==> config.mk <==
export PLATFORM = sky130hd
export DESIGN_NAME = utf8_codepoint_escaper_unit
export DESIGN_NICKNAME = d
export VERILOG_FILES = /design/src/hdl/u8esc_pkg.sv /design/src/hdl/u8esc_sequencer.sv /design/src/hdl/u8esc_datapath.sv /design/src/hdl/utf8_codepoint_escaper_unit.sv
export SDC_FILE = /design/constraint.sdc
export NUM_CORES = 1
export LEC_CHECK = 0
export BUFFER_PORTS_ARGS = -buffer_cell sky130_fd_sc_hd__buf_2
export CAP_MARGIN = 20
export CORE_MARGIN = 4
export CORE_UTILIZATION = 62
export DETAILED_ROUTE_END_ITERATION = 16
export GPL_TIMING_DRIVEN = 0
export PLACE_DENSITY = 0.8
export SLEW_MARGIN = 10
export SYNTH_ARGS = -nofsm -noshare
export SYNTH_HDL_FRONTEND = slang
export SYNTH_SLANG_ARGS = --single-unit
==> constraint.sdc <==
create_clock -name clk -period 5.25 [get_ports clk]
set_input_delay 0 -clock clk [delete_from_list [all_inputs] [get_ports clk]]
set_output_delay 0 -clock clk [all_outputs]
set_load 0.05 [all_outputs]
==> src/hdl/u8esc_pkg.sv <==
// Shared types, constants and microcode table for the UTF-8 code point escaper.
`default_nettype none

package u8esc_pkg;

    localparam int STEP_W     = 4;
    localparam int ACC_W      = 31;
    localparam int BCD_DIGITS = 10;
    localparam int BCD_W      = 4 * BCD_DIGITS;
    localparam int CNT_W      = 5;

    typedef logic [STEP_W-1:0] step_t;

    // Microprogram addresses
    localparam step_t STEP_FETCH     = 4'd0;
    localparam step_t STEP_DECODE    = 4'd1;
    localparam step_t STEP_TERM_DONE = 4'd2;
    localparam step_t STEP_TERM_E1   = 4'd3;
    localparam step_t STEP_TERM_E2   = 4'd4;
    localparam step_t STEP_BAD       = 4'd5;
    localparam step_t STEP_CONV      = 4'd6;
    localparam step_t STEP_DD        = 4'd7;
    localparam step_t STEP_USC1      = 4'd8;
    localparam step_t STEP_SKIP      = 4'd9;
    localparam step_t STEP_DIGIT     = 4'd10;
    localparam step_t STEP_USC2      = 4'd11;
    localparam step_t STEP_PASS      = 4'd12;

    localparam logic [CNT_W-1:0] DD_STEPS   = 5'd31;
    localparam logic [CNT_W-1:0] DIG_COUNT  = 5'd10;

    localparam logic [7:0] CHAR_US   = 8'd95;
    localparam logic [7:0] CHAR_ZERO = 8'd48;

    localparam logic [1:0] ST_OK       = 2'd0;
    localparam logic [1:0] ST_BAD_LEAD = 2'd1;
    localparam logic [1:0] ST_CUT      = 2'd2;

    typedef enum logic [2:0] {
        UOP_NOP,
        UOP_LATCH,
        UOP_DECODE,
        UOP_BCD_INIT,
        UOP_DD_STEP,
        UOP_DIG_INIT,
        UOP_SKIP,
        UOP_DIG_SHIFT
    } uop_t;

    typedef enum logic [2:0] {
        JC_GOTO,
        JC_DISPATCH,
        JC_WAIT_IN,
        JC_IF_PASS,
        JC_LOOP_CNT,
        JC_LOOP_SKIP
    } jc_t;

    typedef enum logic [1:0] {
        CH_NONE,
        CH_US,
        CH_VAL,
        CH_DIGIT
    } chsel_t;

    typedef struct packed {
        logic   in_rdy;
        logic   emit;
        chsel_t chsel;
        logic   eos;
        logic   last;
        logic   set_emitted;
        logic   clr_emitted;
        uop_t   uop;
        jc_t    jc;
        step_t  target;
    } ctrl_t;

    typedef struct packed {
        logic  go;
        logic  in_fire;
        logic  pass;
        logic  cnt_one;
        logic  skip_more;
        step_t dispatch;
    } flags_t;

    function automatic ctrl_t ucode_rom(input step_t addr);
        ctrl_t c;
        c        = '0;
        c.chsel  = CH_NONE;
        c.uop    = UOP_NOP;
        c.jc     = JC_GOTO;
        c.target = STEP_FETCH;
        case (addr)
            STEP_FETCH:
            begin
                c.in_rdy = 1'b1;
                c.uop    = UOP_LATCH;
                c.jc     = JC_WAIT_IN;
                c.target = STEP_DECODE;
            end
            STEP_DECODE:
            begin
                c.uop = UOP_DECODE;
                c.jc  = JC_DISPATCH;
            end
            STEP_TERM_DONE:
            begin
                c.emit        = 1'b1;
                c.eos         = 1'b1;
                c.last        = 1'b1;
                c.clr_emitted = 1'b1;
            end
            STEP_TERM_E1:
            begin
                c.emit   = 1'b1;
                c.chsel  = CH_US;
                c.target = STEP_TERM_E2;
            end
            STEP_TERM_E2:
            begin
                c.emit        = 1'b1;
                c.chsel       = CH_US;
                c.eos         = 1'b1;
                c.last        = 1'b1;
                c.clr_emitted = 1'b1;
            end
            STEP_BAD:
            begin
                c.emit = 1'b1;
                c.last = 1'b1;
            end
            STEP_CONV:
            begin
                c.uop    = UOP_BCD_INIT;
                c.jc     = JC_IF_PASS;
                c.target = STEP_PASS;
            end
            STEP_DD:
            begin
                c.uop    = UOP_DD_STEP;
                c.jc     = JC_LOOP_CNT;
                c.target = STEP_USC1;
            end
            STEP_USC1:
            begin
                c.emit        = 1'b1;
                c.chsel       = CH_US;
                c.set_emitted = 1'b1;
                c.uop         = UOP_DIG_INIT;
                c.target      = STEP_SKIP;
            end
            STEP_SKIP:
            begin
                c.uop    = UOP_SKIP;
                c.jc     = JC_LOOP_SKIP;
                c.target = STEP_DIGIT;
            end
            STEP_DIGIT:
            begin
                c.emit   = 1'b1;
                c.chsel  = CH_DIGIT;
                c.uop    = UOP_DIG_SHIFT;
                c.jc     = JC_LOOP_CNT;
                c.target = STEP_USC2;
            end
            STEP_USC2:
            begin
                c.emit  = 1'b1;
                c.chsel = CH_US;
                c.last  = 1'b1;
            end
            STEP_PASS:
            begin
                c.emit        = 1'b1;
                c.chsel       = CH_VAL;
                c.last        = 1'b1;
                c.set_emitted = 1'b1;
            end
            default:
            begin
                c.jc     = JC_GOTO;
                c.target = STEP_FETCH;
            end
        endcase
        return c;
    endfunction

    // '+', '-', digits and letters pass through unescaped
    function automatic logic is_plain(input logic [ACC_W-1:0] v);
        logic r;
        r = 1'b0;
        if (v inside {31'd43, 31'd45, [31'd48:31'd57], [31'd65:31'd90], [31'd97:31'd122]})
        begin
            r = 1'b1;
        end
        return r;
    endfunction

endpackage

`default_nettype wire

==> src/hdl/u8esc_sequencer.sv <==
// Microprogram step counter, control store lookup and jump logic.
`default_nettype none

module u8esc_sequencer (
    input  wire logic            clk,
    input  wire logic            rst_n,
    input  wire u8esc_pkg::flags_t flags,
    output u8esc_pkg::ctrl_t     ctrl
);

    u8esc_pkg::step_t step_reg;
    u8esc_pkg::step_t step_next;

    assign ctrl = u8esc_pkg::ucode_rom(step_reg);

    always_comb
    begin
        step_next = step_reg;
        if (flags.go)
        begin
            case (ctrl.jc)
                u8esc_pkg::JC_GOTO:      step_next = ctrl.target;
                u8esc_pkg::JC_DISPATCH:  step_next = flags.dispatch;
                u8esc_pkg::JC_WAIT_IN:   step_next = flags.in_fire ? ctrl.target : step_reg;
                u8esc_pkg::JC_IF_PASS:   step_next = flags.pass ? ctrl.target
                                                                : step_reg + 1'b1;
                u8esc_pkg::JC_LOOP_CNT:  step_next = flags.cnt_one ? ctrl.target : step_reg;
                u8esc_pkg::JC_LOOP_SKIP: step_next = flags.skip_more ? step_reg : ctrl.target;
                default:                 step_next = u8esc_pkg::STEP_FETCH;
            endcase
        end
    end

    always_ff @(posedge clk or negedge rst_n)
    begin
        if (!rst_n)
        begin
            step_reg <= u8esc_pkg::STEP_FETCH;
        end
        else
        begin
            step_reg <= step_next;
        end
    end

endmodule

`default_nettype wire

==> src/hdl/u8esc_datapath.sv <==
// Decode registers, binary-to-decimal shifter and output register driven by the microcode.
`default_nettype none

module u8esc_datapath (
    input  wire logic              clk,
    input  wire logic              rst_n,
    input  wire u8esc_pkg::ctrl_t  ctrl,
    output u8esc_pkg::flags_t      flags,
    input  wire logic              cfg_valid,
    input  wire logic              utf_mode,
    input  wire logic              in_valid,
    output logic                   in_ready,
    input  wire logic [7:0]        in_byte,
    output logic                   out_valid,
    input  wire logic              out_ready,
    output logic [7:0]             out_char,
    output logic                   char_valid,
    output logic                   run_last,
    output logic                   end_of_string,
    output logic [1:0]             status
);

    localparam int AW = u8esc_pkg::ACC_W;
    localparam int BW = u8esc_pkg::BCD_W;
    localparam int CW = u8esc_pkg::CNT_W;

    logic                   utf_mode_reg;
    logic [7:0]             byte_reg;
    logic [2:0]             pend_reg;
    logic [AW-1:0]          acc_reg;
    logic                   emitted_reg;
    logic [AW-1:0]          val_reg;
    logic [BW-1:0]          bcd_reg;
    logic [CW-1:0]          cnt_reg;
    logic [1:0]             st_reg;

    logic                   out_valid_reg;
    logic [7:0]             out_char_reg;
    logic                   char_valid_reg;
    logic                   run_last_reg;
    logic                   eos_reg;
    logic [1:0]             status_reg;

    logic [2:0]             pend_next;
    logic [AW-1:0]          acc_next;
    logic [AW-1:0]          val_next;
    logic [1:0]             st_next;
    u8esc_pkg::step_t       dispatch;
    u8esc_pkg::step_t       term_step;
    logic [AW-1:0]          acc_shift;
    logic [BW-1:0]          bcd_adj;
    logic [3:0]             top_digit;
    logic                   go;
    logic                   in_fire;
    logic [7:0]             ch;
    logic                   ch_valid;

    assign in_ready  = ctrl.in_rdy;
    assign in_fire   = ctrl.in_rdy && in_valid;
    assign go        = !ctrl.emit || !out_valid_reg || out_ready;
    assign top_digit = bcd_reg[BW-1 -: 4];
    assign acc_shift = {acc_reg[AW-7:0], byte_reg[5:0]};
    assign term_step = emitted_reg ? u8esc_pkg::STEP_TERM_DONE : u8esc_pkg::STEP_TERM_E1;

    assign flags.go        = go;
    assign flags.in_fire   = in_fire;
    assign flags.pass      = u8esc_pkg::is_plain(val_reg);
    assign flags.cnt_one   = (cnt_reg == CW'(1));
    assign flags.skip_more = (top_digit == 4'd0) && (cnt_reg != CW'(1));
    assign flags.dispatch  = dispatch;

    // Classify the latched byte against the sequence state
    always_comb
    begin
        pend_next = pend_reg;
        acc_next  = acc_reg;
        val_next  = val_reg;
        st_next   = u8esc_pkg::ST_OK;
        dispatch  = u8esc_pkg::STEP_FETCH;
        if (pend_reg != 3'd0)
        begin
            if (byte_reg == 8'd0)
            begin
                pend_next = 3'd0;
                acc_next  = '0;
                st_next   = u8esc_pkg::ST_CUT;
                dispatch  = term_step;
            end
            else
            begin
                pend_next = pend_reg - 3'd1;
                if (pend_reg == 3'd1)
                begin
                    val_next = acc_shift;
                    acc_next = '0;
                    dispatch = u8esc_pkg::STEP_CONV;
                end
                else
                begin
                    acc_next = acc_shift;
                end
            end
        end
        else if (byte_reg == 8'd0)
        begin
            dispatch = term_step;
        end
        else if (!utf_mode_reg || byte_reg <= 8'h7F)
        begin
            val_next = {{(AW-8){1'b0}}, byte_reg};
            dispatch = u8esc_pkg::STEP_CONV;
        end
        else if (byte_reg <= 8'hDF)
        begin
            acc_next  = {{(AW-5){1'b0}}, byte_reg[4:0]};
            pend_next = 3'd1;
        end
        else if (byte_reg <= 8'hEF)
        begin
            acc_next  = {{(AW-4){1'b0}}, byte_reg[3:0]};
            pend_next = 3'd2;
        end
        else if (byte_reg <= 8'hF7)
        begin
            acc_next  = {{(AW-3){1'b0}}, byte_reg[2:0]};
            pend_next = 3'd3;
        end
        else if (byte_reg <= 8'hFB)
        begin
            acc_next  = {{(AW-2){1'b0}}, byte_reg[1:0]};
            pend_next = 3'd4;
        end
        else if (byte_reg <= 8'hFD)
        begin
            acc_next  = {{(AW-1){1'b0}}, byte_reg[0]};
            pend_next = 3'd5;
        end
        else
        begin
            st_next  = u8esc_pkg::ST_BAD_LEAD;
            dispatch = u8esc_pkg::STEP_BAD;
        end
    end

    // Add 3 to every BCD digit of 5 or more before the shift
    always_comb
    begin
        for (int i = 0; i < u8esc_pkg::BCD_DIGITS; i++)
        begin
            bcd_adj[4*i +: 4] = (bcd_reg[4*i +: 4] >= 4'd5) ? bcd_reg[4*i +: 4] + 4'd3
                                                             : bcd_reg[4*i +: 4];
        end
    end

    always_comb
    begin
        case (ctrl.chsel)
            u8esc_pkg::CH_NONE:
            begin
                ch       = 8'd0;
                ch_valid = 1'b0;
            end
            u8esc_pkg::CH_US:
            begin
                ch       = u8esc_pkg::CHAR_US;
                ch_valid = 1'b1;
            end
            u8esc_pkg::CH_VAL:
            begin
                ch       = val_reg[7:0];
                ch_valid = 1'b1;
            end
            u8esc_pkg::CH_DIGIT:
            begin
                ch       = u8esc_pkg::CHAR_ZERO + {4'd0, top_digit};
                ch_valid = 1'b1;
            end
            default:
            begin
                ch       = 8'd0;
                ch_valid = 1'b0;
            end
        endcase
    end

    always_ff @(posedge clk or negedge rst_n)
    begin
        if (!rst_n)
        begin
            utf_mode_reg  <= 1'b0;
            pend_reg      <= 3'd0;
            acc_reg       <= '0;
            emitted_reg   <= 1'b0;
            out_valid_reg <= 1'b0;
        end
        else
        begin
            if (cfg_valid)
            begin
                utf_mode_reg <= utf_mode;
            end
            if (go && ctrl.uop == u8esc_pkg::UOP_DECODE)
            begin
                pend_reg <= pend_next;
                acc_reg  <= acc_next;
            end
            if (go && ctrl.set_emitted)
            begin
                emitted_reg <= 1'b1;
            end
            else if (go && ctrl.clr_emitted)
            begin
                emitted_reg <= 1'b0;
            end
            if (go && ctrl.emit)
            begin
                out_valid_reg <= 1'b1;
            end
            else if (out_ready)
            begin
                out_valid_reg <= 1'b0;
            end
        end
    end

    always_ff @(posedge clk)
    begin
        if (go)
        begin
            case (ctrl.uop)
                u8esc_pkg::UOP_LATCH:
                begin
                    if (in_fire)
                    begin
                        byte_reg <= in_byte;
                    end
                end
                u8esc_pkg::UOP_DECODE:
                begin
                    val_reg <= val_next;
                    st_reg  <= st_next;
                end
                u8esc_pkg::UOP_BCD_INIT:
                begin
                    bcd_reg <= '0;
                    cnt_reg <= u8esc_pkg::DD_STEPS;
                end
                u8esc_pkg::UOP_DD_STEP:
                begin
                    bcd_reg <= {bcd_adj[BW-2:0], val_reg[AW-1]};
                    val_reg <= {val_reg[AW-2:0], 1'b0};
                    cnt_reg <= cnt_reg - CW'(1);
                end
                u8esc_pkg::UOP_DIG_INIT:
                begin
                    cnt_reg <= u8esc_pkg::DIG_COUNT;
                end
                u8esc_pkg::UOP_SKIP:
                begin
                    // drop leading zeros, keep at least one digit
                    if (flags.skip_more)
                    begin
                        bcd_reg <= {bcd_reg[BW-5:0], 4'd0};
                        cnt_reg <= cnt_reg - CW'(1);
                    end
                end
                u8esc_pkg::UOP_DIG_SHIFT:
                begin
                    bcd_reg <= {bcd_reg[BW-5:0], 4'd0};
                    cnt_reg <= cnt_reg - CW'(1);
                end
                default:
                begin
                    cnt_reg <= cnt_reg;
                end
            endcase
            if (ctrl.emit)
            begin
                out_char_reg   <= ch;
                char_valid_reg <= ch_valid;
                run_last_reg   <= ctrl.last;
                eos_reg        <= ctrl.eos;
                status_reg     <= st_reg;
            end
        end
    end

    assign out_valid     = out_valid_reg;
    assign out_char      = out_char_reg;
    assign char_valid    = char_valid_reg;
    assign run_last      = run_last_reg;
    assign end_of_string = eos_reg;
    assign status        = status_reg;

    a_pend_range: assert property (@(posedge clk) disable iff (!rst_n)
        pend_reg <= 3'd5)
        else $error("pending byte count out of range");

    a_digit_bcd: assert property (@(posedge clk) disable iff (!rst_n)
        (go && ctrl.emit && ctrl.chsel == u8esc_pkg::CH_DIGIT) |-> top_digit <= 4'd9)
        else $error("emitted digit is not decimal");

    a_nochar_last: assert property (@(posedge clk) disable iff (!rst_n)
        (out_valid_reg && !char_valid_reg) |-> run_last_reg)
        else $error("character-less result not last of its byte");

    a_eos_last: assert property (@(posedge clk) disable iff (!rst_n)
        (out_valid_reg && eos_reg) |-> run_last_reg)
        else $error("string close not on last result");

endmodule

`default_nettype wire

==> src/hdl/utf8_codepoint_escaper_unit.sv <==
// Top level of the UTF-8 code point escaper: sequencer plus datapath.
// Flow: each byte is taken in FETCH and classified in DECODE; a pass-through character
// is emitted from PASS, while an escaped code point runs CONV, the 31-step shift-add-3 loop,
// an underscore, the leading-zero skip, its decimal digits and a closing underscore.
// A new byte is taken only once the microprogram is back in FETCH; output stalls hold the flow.
// Reset: rst_n clears the step counter, sequence state, mode and output valid at once.
`default_nettype none

module utf8_codepoint_escaper_unit (
    input  wire logic       clk,
    input  wire logic       rst_n,
    input  wire logic       cfg_valid,
    output logic            cfg_ready,
    input  wire logic       utf_mode,
    input  wire logic       in_valid,
    output logic            in_ready,
    input  wire logic [7:0] in_byte,
    output logic            out_valid,
    input  wire logic       out_ready,
    output logic [7:0]      out_char,
    output logic            char_valid,
    output logic            run_last,
    output logic            end_of_string,
    output logic [1:0]      status
);

    u8esc_pkg::ctrl_t  ctrl;
    u8esc_pkg::flags_t flags;

    assign cfg_ready = 1'b1;

    u8esc_sequencer u_seq (
        .clk   (clk),
        .rst_n (rst_n),
        .flags (flags),
        .ctrl  (ctrl)
    );

    u8esc_datapath u_dp (
        .clk           (clk),
        .rst_n         (rst_n),
        .ctrl          (ctrl),
        .flags         (flags),
        .cfg_valid     (cfg_valid),
        .utf_mode      (utf_mode),
        .in_valid      (in_valid),
        .in_ready      (in_ready),
        .in_byte       (in_byte),
        .out_valid     (out_valid),
        .out_ready     (out_ready),
        .out_char      (out_char),
        .char_valid    (char_valid),
        .run_last      (run_last),
        .end_of_string (end_of_string),
        .status        (status)
    );

endmodule

`default_nettype wire
Word-level counts from Yosys, hierarchy flattened
Cells that the tools add are included.

Input port bits: 14. Memories kept: 0. Memory bits (writable): 0. Output and inout bits: 16. ROM bits: 0. Bits in registers: 134. Latch bits: 0.

Multiply operators: 0. Shift operators: 0. Multiplexer cells: 80. $add $sub $neg: 14. Magnitude comparators: 22. Reductions and logical operators: 44. Bitwise operators: 0. Equality and inequality tests: 41. Div/mod/pow operators: 0.

Operators by type and width (count): $mux 25 (10); $pmux 40 s4 (1); $mux 31 (5); $mux 4 (21); $eq 31x6->1 const B (2); $ge 31x7->1 const B (2); $le 31x7->1 const B (2); $pmux 31 s2 (1); $ge 4x3->1 const B (10); $le 8x8->1 const B (5); $mux 40 (1); $add 4x2->4 const B (9); $mux 3 (12); $pmux 8 s4 (1); $ge 31x6->1 const B (1); $le 31x6->1 const B (1); $pmux 4 s7 (1); $pmux 4 s6 (1); $pmux 3 s7 (1); $eq 4x4->1 const B (5); $pmux 5 s4 (1); $eq 3x3->1 const B (6); $eq 4x3->1 const B (4); $mux 2 (8); other kinds (44) (90).

Longest topological paths before layout
Gate-level depths: netlist (run 1).

Depth in word-level cells: 10. Gate-level depth with buffers: 10. Depth with buffers taken out: 8.

Cells and area by module
From an unflattened synthesis (run 1), not the netlist that was laid out.

Cells, all modules: 733. Area, all modules: 7523.5 um^2.

By module, submodules not included: u8esc_datapath (instances 1, cells an instance 636, area an instance 6829.0 um^2); u8esc_sequencer (instances 1, cells an instance 95, area an instance 683.2 um^2); utf8_codepoint_escaper_unit (instances 1, cells an instance 2, area an instance 11.3 um^2).

Least setup slack after synthesis (run 1)
No wires, ideal clock.

Path kind: register to register. From: register u_seq.step_reg[0]. To: register u_dp.bcd_reg[0], enable pin. Arrival: 3.253 ns. Setup slack: 1.560 ns. Buffers on the path: 1. Cell stages (with the launch flop): 8. Setup time: 0.437 ns. Clock period less this slack: 3.690 ns. Path through: dfrtp_1 > inv_1 > ha_1 > clkbuf_1 > a21oi_1 > o21ai_0 > mux2i_1 > nor2_1.

Cells in the longest elaborated chain, start to end: 7.

RTL lines: start, declared (line u8esc_sequencer.sv:11) `u8esc_pkg::step_t step_reg;`; start signal, assigned (line u8esc_sequencer.sv:38) `step_reg <= u8esc_pkg::STEP_FETCH;`; start signal, assigned (line u8esc_sequencer.sv:42) `step_reg <= step_next;`; parallel branches: the longest is 6 deep, another holds $pmux 3 s7; $reduce_and 3->1 (no line) *; end signal, assigned (line u8esc_datapath.sv:250) `bcd_reg <= {bcd_adj[BW-2:0], val_reg[AW-1]};`; end signal, assigned (line u8esc_datapath.sv:263) `bcd_reg <= {bcd_reg[BW-5:0], 4'd0};`; end signal, assigned (line u8esc_datapath.sv:269) `bcd_reg <= {bcd_reg[BW-5:0], 4'd0};`; end, declared (line u8esc_datapath.sv:33) `logic [BW-1:0] bcd_reg;`.

Mark *: on every way between the ends. A chain may end at the register's enable or synchronous reset.

Worst setup path in the final report (run 1)
From: register u_seq.step_reg[0]. To: register u_dp.byte_reg[1], enable pin.

Cells in the longest elaborated chain, start to end: 7.

RTL lines: $eq 4x2->1 (tied with other cells) (line u8esc_pkg.sv:95) `case (addr)`; $reduce_or 8->1 (no line); $mux 1 (line u8esc_pkg.sv:95); $logic_not 1->1 (line u8esc_datapath.sv:60) `assign go = !ctrl.emit || !out_valid_reg || out_ready;`; $logic_or 1x1->1 (2 in a row) (line u8esc_datapath.sv:60); $reduce_and 3->1 (no line) *; end signal, assigned (line u8esc_datapath.sv:235) `byte_reg <= in_byte;`; end, declared (line u8esc_datapath.sv:28) `logic [7:0] byte_reg;`.

Every way passes the cells marked *; elsewhere a longest branch is shown, timed or not.

==> results.cfg, run 1 <==
[placed_design]
postPlaceCellArea_um2 = 7570
gp_congestion = 0.915
io_buffers = 28
dp_hpwl_um = 11800
dp_slack_ps = 2270

[synthesis]
synth_common_cells = 172 x nand2_1, 99 x edfxtp_1, 70 x o21ai_0
synth.most_common_cell = nand2_1
yosysWarningCount = 0
synth_edf_count = 99
yosys-top-cells-area = edfxtp_1 41%, dfrtp_1 12%, nand2_1 9.0%, ha_1 5.1%, o21ai_0 4.9%
netlist.area_leader.share = 0.414
synth_fp_nets = 797
synth_cell_types = 52
synthCells = 754
netlist_area_um2 = 7180
synth_ff_type = edfxtp_1
synth_top_cell_by_area = edfxtp_1
ys_seq_elements = 134
yosysSeqAreaShare = 0.536
syn_area_per_cell_um2 = 9.53
synth_async_sr_flop_share = 0.261

[clock_network]
path_clk_slew_ps = 60
htreeDepth = 4
cts_resized = 0
post-cts-setup-buffer-count = 0
cts_num_sinks = 134
clock_latency_ps = 420
numCtsBuffers = 17
cts_tree = done
cts_buffer_depth = 2
hold_buffers = 12
cts-root-buf = clkbuf_16

[route]
dr_total_vias = 5819
drtIter0Drc = 443
first_pass_iters = 5
drt-total-wl_um = 16800
wl_per_cell_um = 17.3
ant_nets = 0
remaining_drc_errors = 0
vias_per_cell = 5.98

[timing]
finalSetupViolCount = 0
hold_viol_final = 0
maxSlewViolCount = 0
rsz0062_at_grt = no
fin_tns_setup_ps = 0
period_share = 0.579
fin_crit_ps = 3040
worstMarginPinSlew_ps = 781
fmax_mhz = 329
max_slew_margin = 0.479
setup_slack_ps = 2210
skew_ps = 6.47
hold_ws_ps = 191

[global_route]
grt_pass1_vias = 5726
grt-ovfl-total = 0
grt_max_degree = 36
grt_pass1_wl_um = 28000
grt_usage = 0.267
antenna_found_initial = 0

[worst_setup_path]
crit_type = reg2reg
r2r_slack_ps = 2210
cp_cell_sequence = inv_1 > ha_1 > clkbuf_1 > a21oi_1 > o21ai_0 > nor2b_1 > and4b_1
worst_path_max_delay_cell = and4b_1
worst-r2r-cell-count = 7
worstPathArrival_ps = 3100
worstReg2RegStart = u_seq.step_reg[0]
reg2reg_to = u_dp.byte_reg[1]
required_ps = 5310
slowest_delay_ps = 570
cp-end-kind = register
endpoint = u_dp.byte_reg[1]
cp-start-kind = register
cp_max_fo = 10
critPathLaunch = u_seq.step_reg[0]

[min_path]
worstHoldPathType = in2async

[cells_and_area]
layout-drive-gt1-share = 0.102
largest_reg_flops = 40
design_area_um2 = 8290
nets = 860
diodes = 0
post-route-util = 0.729
syn_to_final_growth_pct = 15.4

[die]
core_area_um2 = 11400
ioPinCount = 30
die_area_um2 = 13400
fp.dieH_um = 116
rows = 39
start_util = 0.632
chipWidth_um = 116

[outcome]
outcome = complete, no violations

[power_and_ir_drop]
ir_drop_mv = 0.367
pwr_density_cell_nw_per_um2 = 584
p_leak_nw = 3.33

[run]
drv_cap = 0
final cells by class:
class                   instances  area, um2
flip-flops and latches        134       3850
inverters                      33        124
clock inverters                15        163
clock buffers                  17        425
multi-input cells             551       3050
well taps                     143        179
plain buffers                  36        185
fillers                       796       3080
repair buffers                 44        323
worst max-delay path, delay by kind of cell (launching register included):
family / cells / cell delay, ps
adder cells (fa/ha/maj): 1 / 250
flip-flops: 1 / 430
AO/OA/AOI/OAI: 2 / 570
buffers and inverters: 2 / 550
AND/OR/NAND/NOR: 2 / 880
per-stage QoR:
step	cells	total power [mW]
after floorplan	754	3.11
after global placement	925	3.47
after detailed placement	927	3.61
after CTS	971	4.82
after global routing	973	5.12
final	973	4.84
cell families after synthesis:
logic type      Yosys count  share of synthesized area
fa+ha+maj                29                     0.0505
other cells               1                   0.000522
flops                   134                      0.536
mux                       8                     0.0113
xor+xnor                 15                     0.0183
compound gates          185                      0.140
buf+inv                  69                     0.0430
simple gates            313                      0.201
worst min path at each step:
| stage | startpoint | to | slack [ps] | cells past startpoint |
|---|---|---|---|---|
| after floorplan | rst_n | u_dp.acc_reg[0] | -300 | 0 |
| after global placement | rst_n | u_dp.acc_reg[16] | 110 | 1 |
| after detailed placement | rst_n | u_dp.acc_reg[19] | 110 | 1 |
| after CTS | in_valid | u_seq.step_reg[1] | 180 | 5 |
| after global routing | in_valid | u_seq.step_reg[1] | 220 | 5 |
| final | rst_n | u_dp.acc_reg[15] | 190 | 2 |
metal layers:
metal	global-route usage	up-vias	share of wire
met5	0	-	0
met4	0.0982	0	0.017
met3	0.0470	28	0.057
met2	0.444	213	0.49
met1	0.356	2799	0.43
li1	-	2779	-
layout by cell type, fill, tap and decap left out, drive strengths merged, types with 2 or more instances in the layout:
cell type / n
a211oi: 2
a21oi: 63
a31oi: 4
a41oi: 2
and2: 3
and3: 5
and4: 2
buf: 49
bufinv: 3
clkbuf: 36
clkinv: 9
clkinvlp: 3
dfrtp: 35
dlygate4sd3: 12
edfxtp: 99
ha: 29
inv: 33
mux2i: 7
nand2: 172
nand2b: 16
nand3: 25
nand3b: 3
nand4: 2
nor2: 38
nor2b: 7
nor3: 7
nor3b: 19
nor4: 8
o21ai: 99
o22ai: 2
o31ai: 3
or2: 2
or3: 2
xnor2: 12
xor2: 3
report_power, final:
group | internal, mW | total (mW) | switching, mW
Combinational | 0.599 | 1.79 | 1.19
Sequential | 1.59 | 1.86 | 0.271
Clock | 0.738 | 1.19 | 0.450
Total | 2.93 | 4.84 | 1.91
No activity file was read; power rests on OpenSTA's default activity.
==> run 2: changes to the inputs <==
--- a/config.mk
+++ b/config.mk
@@ -8,10 +8,10 @@
 export BUFFER_PORTS_ARGS = -buffer_cell sky130_fd_sc_hd__buf_2
 export CAP_MARGIN = 20
 export CORE_MARGIN = 4
-export CORE_UTILIZATION = 62
+export CORE_UTILIZATION = 56
 export DETAILED_ROUTE_END_ITERATION = 16
 export GPL_TIMING_DRIVEN = 0
-export PLACE_DENSITY = 0.8
+export PLACE_DENSITY = 0.76
 export SLEW_MARGIN = 10
 export SYNTH_ARGS = -nofsm -noshare
 export SYNTH_HDL_FRONTEND = slang
==> constraint.sdc (replaced) <==
create_clock -name clk -period 2.5 [get_ports clk]
set_input_delay 0 -clock clk [delete_from_list [all_inputs] [get_ports clk]]
set_output_delay 0 -clock clk [all_outputs]
set_load 0.05 [all_outputs]
==> results.cfg, run 2 (synthesis results as in run 1) <==
[min_path]
min_delay_path_depth = 3
whs_endpoint = u_dp.byte_reg[4]
holdCritStartpoint = in_valid
worstHoldPathType = in2reg

[global_route]
grt_max_degree = 36
grt_pass1_vias = 5956
grt_pass1_wl_um = 28600
grt_usage = 0.250
grt-ovfl-total = 0
antenna_found_initial = 0

[worst_setup_path]
crit_type = reg2reg
cp-start-kind = register
worstReg2RegStart = u_seq.step_reg[1]
worst-r2r-cell-count = 9
cp_max_fo = 10
r2r_slack_ps = 60
required_ps = 2690
reg2reg_to = u_dp.bcd_reg[17]
worstPathArrival_ps = 2630
cp-end-kind = register

[cells_and_area]
final_cell_count_no_fill = 1014
largest_reg_flops = 40
design_area_um2 = 8670
nets = 872
layout-drive-gt1-share = 0.140
final_common_cell = nand2_1
syn_to_final_growth_pct = 20.6
final_cell_mix = 172 x nand2_1, 99 x edfxtp_1, 68 x o21ai_0
diodes = 0

[route]
wl_met1_um = 7300
drtIter0Drc = 496
wl_met2_um = 8730
topRoutingLayerUsed = met4
wl_met3_um = 1220
vias_per_cell = 5.81
remaining_drc_errors = 0
ant_nets = 0
dr_total_vias = 5895
wl_per_cell_um = 17.3
first_pass_iters = 5
drt-total-wl_um = 17600

[run]
drv_cap = 0

[timing]
hold_viol_final = 0
hold_ws_ps = 178
fin_crit_ps = 2440
maxSlewViolCount = 0
finalSetupViolCount = 0
rsz0062_at_grt = yes
period_share = 0.978
worstMarginPinSlew_ps = 778
skew_ps = 10.0
fmax_mhz = 409
max_slew_margin = 0.481

[power_and_ir_drop]
p_leak_nw = 3.45
pwr_density_cell_nw_per_um2 = 1260
ir_drop_mv = 0.936

[clock_network]
cts-root-buf = clkbuf_16
path_clk_slew_ps = 60
cts_buffer_depth = 2
htreeDepth = 4
cts_tree = done
cts_num_sinks = 134
numCtsBuffers = 17
clock_latency_ps = 430

[placed_design]
dp_hpwl_um = 11400
gp_congestion = 0.902
postPlaceCellArea_um2 = 7560
io_buffers = 28
placedCellCount = 954

[die]
ioPinCount = 30
start_util = 0.572
chipWidth_um = 121
core_area_um2 = 12600
rows = 41
die_area_um2 = 14700
fp.dieH_um = 121

[outcome]
outcome = complete, no violations
run 2: layer usage:
metal / track usage / up-vias
li1: - / 2802
met1: 0.303 / 2841
met2: 0.425 / 222
met3: 0.0727 / 30
met4: 0.0910 / 0
met5: 0 / -
run 2: worst max path at each step:
stage                      startpoint  cells after the start           endpoint
CTS                 u_seq.step_reg[0]                      8  u_seq.step_reg[3]
global route        u_seq.step_reg[1]                     10    u_dp.acc_reg[2]
detailed placement  u_seq.step_reg[0]                      8   u_dp.val_reg[27]
finish              u_seq.step_reg[1]                      9   u_dp.bcd_reg[17]
global placement    u_seq.step_reg[0]                      8   u_dp.val_reg[23]
floorplan           u_seq.step_reg[0]                      8    u_dp.val_reg[0]
run 2: what timing repair did:
item	CTS	global route
pin swaps	6	1
resized for setup	15	21
endpoints found under the setup margin	131	159
gates cloned	4	0
hold buffers	12	0
hold endpoints to repair	45	0
buffers inserted	12	1
run 2: worst max-delay path, stage by stage (launching register included):
cell	delay, ps
dfrtp_1	460
inv_1	150
ha_2	240
buf_4	200
a21oi_2	80
o21ai_2	270
mux2i_4	440
buf_4	190
nor2_4	40
buf_12	140
run 2: cell type report:
cell class,count,area (um2)
clock inverter,14,230
timing repair buffer,53,420
tap,172,215
buffer,35,196
multi-input combinational,555,3200
sequential,134,3850
inverter,33,124
clock buffer,18,429
fill,924,3900
run 2: power by group:
group | internal, mW | switching [mW] | total [mW]
combinational | 1.49 | 2.66 | 4.15
clock | 1.86 | 0.957 | 2.82
sequential | 3.34 | 0.569 | 3.91
run 2: metrics by stage:
step           worst slack [ps]  power (mW)  utilization  TNS [ps]
6_report                   55.4        10.9        0.690         0
3_5_place_dp               -589        7.50        0.602    -56280
2_1_floorplan             0.711        6.53            -         0
3_3_place_gp               -547        7.32        0.602    -48250
4_1_cts                   -32.4        10.7        0.683      -355
5_1_grt                   -74.6        11.5        0.690      -204
==> run 3: changes to the inputs <==
--- a/config.mk
+++ b/config.mk
@@ -5,6 +5,7 @@
 export SDC_FILE = /design/constraint.sdc
 export NUM_CORES = 1
 export LEC_CHECK = 0
+export ABC_AREA = 1
 export BUFFER_PORTS_ARGS = -buffer_cell sky130_fd_sc_hd__buf_2
 export CAP_MARGIN = 20
 export CORE_MARGIN = 4
==> results.cfg, run 3 <==
[synthesis]
synth.most_common_cell = nand2_1
synth_ff_type = edfxtp_1
netlist_area_um2 = 7750
synth_fp_nets = 892
yosysWarningCount = 0
synth_common_cells = 157 x nand2_1, 136 x inv_1, 99 x edfxtp_1
synth_async_sr_flop_share = 0.261
synth_cell_types = 47
synth_top_cell_by_area = edfxtp_1
syn_area_per_cell_um2 = 9.13
yosysSeqAreaShare = 0.497
synthCells = 849
synth_edf_count = 99
yosys-top-cells-area = edfxtp_1 38%, dfrtp_1 11%, nand2_1 7.6%, inv_1 6.6%, o21ai_0 5.6%
netlist.area_leader.share = 0.384
ys_seq_elements = 134

[min_path]
worstHoldPathType = in2reg

[timing]
maxSlewViolCount = 0
fin_tns_setup_ps = 0
setup_slack_ps = 86.6
max_slew_margin = 0.450
period_share = 0.965
skew_ps = 9.97
hold_viol_final = 0
finalSetupViolCount = 0
fin_crit_ps = 2410
worstMarginPinSlew_ps = 825
fmax_mhz = 414

[power_and_ir_drop]
seqPwrFrac = 0.356
switchingPower_mw = 4.86
ir_drop_mv = 0.714
p_comb_frac = 0.445
p_int_mw = 6.48
pwr_density_cell_nw_per_um2 = 1260
power_mw = 11.3
swShare = 0.428
pwr-share-clk = 0.199
p_leak_nw = 3.90

[placed_design]
io_buffers = 28
gp_congestion = 0.912
dp_hpwl_um = 12400
placedCellCount = 1055
postPlaceCellArea_um2 = 8220
dp_slack_ps = -501

[cells_and_area]
layout-drive-gt1-share = 0.174
nets = 961
design_area_um2 = 9020
largest_reg_flops = 40
final_common_cell = nand2_1
final_cell_mix = 154 x nand2_1, 133 x inv_1, 99 x edfxtp_1
syn_to_final_growth_pct = 16.3
diodes = 0
final_cell_count_no_fill = 1107

[global_route]
grt_usage = 0.227
grt_max_degree = 36
busiest_layer = met2
grt_util_met1 = 0.319
grt_pass1_wl_um = 28800
met2_usage = 0.362
grt_pass1_vias = 5856
grt_use_met3 = 0.0419
grt-ovfl-total = 0
antenna_found_initial = 0

[run]
drv_cap = 0

[worst_setup_path]
cp_cell_sequence = inv_2 > ha_4 > o21ai_4 > nand2_4 > inv_4 > nand2_4 > inv_4 > nor2_4 > clkinv_4 > nor2_4 > nor3b_4 > buf_8 > buf_8
slowest_delay_ps = 430
worst_path_max_delay_cell = dfrtp_2
crit_type = reg2reg
cp_max_fo = 14
cp-start-kind = register
required_ps = 2630
cp-end-kind = register
worstPathArrival_ps = 2540

[route]
wl_per_cell_um = 16.0
first_pass_iters = 5
remaining_drc_errors = 0
drtIter0Drc = 538
dr_total_vias = 6184
vias_per_cell = 5.59
ant_nets = 0
drt-total-wl_um = 17700

[clock_network]
cts_num_sinks = 134
htreeDepth = 4
cts_buffer_depth = 2
cts_tree = done
path_clk_slew_ps = 60
cts-root-buf = clkbuf_16
numCtsBuffers = 17
clock_latency_ps = 420

[outcome]
outcome = complete, no violations

[die]
chipWidth_um = 126
ioPinCount = 30
core_area_um2 = 13400
die_area_um2 = 15800
rows = 42
start_util = 0.578
fp.dieH_um = 126
==> run 3: timing repair <==
item	in CTS	in global routing
pin swaps	3	3
resized for setup	6	10
hold endpoints to repair	45	0
endpoints found under the setup margin	97	54
gates cloned	1	0
buffers inserted	4	3
hold buffers	12	0
==> run 3: path summary, 6_finish.rpt <==
kind	cells after the start	startpoint	slack, ps	end
hold / removal	6	in_valid	160	u_seq.step_reg[1]
setup / recovery	13	u_seq.step_reg[0]	90	u_dp.bcd_reg[21]
setup reg to reg	13	u_seq.step_reg[0]	90	u_dp.bcd_reg[21]
hold reg to reg	0	u_dp.st_reg[1]	420	u_dp.status[1]
max in group asynchronous	2	rst_n	1730	u_seq.step_reg[0]
min in group asynchronous	2	rst_n	200	u_seq.step_reg[2]
==> run 3: kinds of logic (layout without fill, tap and decap cells) <==
kind of cell / after synthesis / in the layout / share of synthesized area
AO/OA/AOI/OAI: 179 / 180 / 0.160
multiplexers: 1 / 1 / 0.00145
adder cells (fa/ha/maj): 29 / 29 / 0.0468
AND/OR/NAND/NOR: 310 / 310 / 0.177
other: 1 / 1 / 0.000484
buffers and inverters: 172 / 253 / 0.0923
XOR/XNOR: 23 / 23 / 0.0260
flip-flops: 134 / 134 / 0.497
==> run 3: metrics by stage <==
step / hold slack [ps] / utilization
after floorplan: -296 / -
after global placement: 135 / 0.611
after detailed placement: 137 / 0.614
after CTS: 71.0 / 0.669
after global routing: 180 / 0.673
final: 160 / 0.673
==> run 3: layer usage <==
layer | wire length [um] | up-vias
li1 | - | 3003
met1 | 7810 | 2919
met2 | 8420 | 236
met3 | 1130 | 26
met4 | 298 | 0
met5 | 0 | -
==> run 3: worst max-delay path, delay by kind of cell, from the launching register on <==
family | cells | cell delay [ps]
AO/OA/AOI/OAI | 1 | 210
adder cells (fa/ha/maj) | 1 | 190
buffers and inverters | 6 | 690
flip-flops | 1 | 430
AND/OR/NAND/NOR | 5 | 580
==> run 3: final cells by class <==
class / instances / area (um2)
Timing Repair Buffer: 49 / 380
Clock inverter: 12 / 87.6
Fill cell: 1031 / 4380
Clock buffer: 20 / 437
Sequential cell: 134 / 3850
Multi-Input combinational cell: 544 / 3310
Inverter: 146 / 563
Tap cell: 176 / 220
Buffer: 26 / 170
==> run 3: power groups by stage <==
stage | Sequential [mW] | Clock [mW] | Combinational, mW
after floorplan | 4.22 | 0 | 3.32
after global placement | 4.06 | 0 | 4.46
after detailed placement | 4.06 | 0 | 4.67
after CTS | 4.02 | 2.26 | 4.89
after global routing | 4.12 | 2.38 | 5.61
final | 4.04 | 2.25 | 5.05
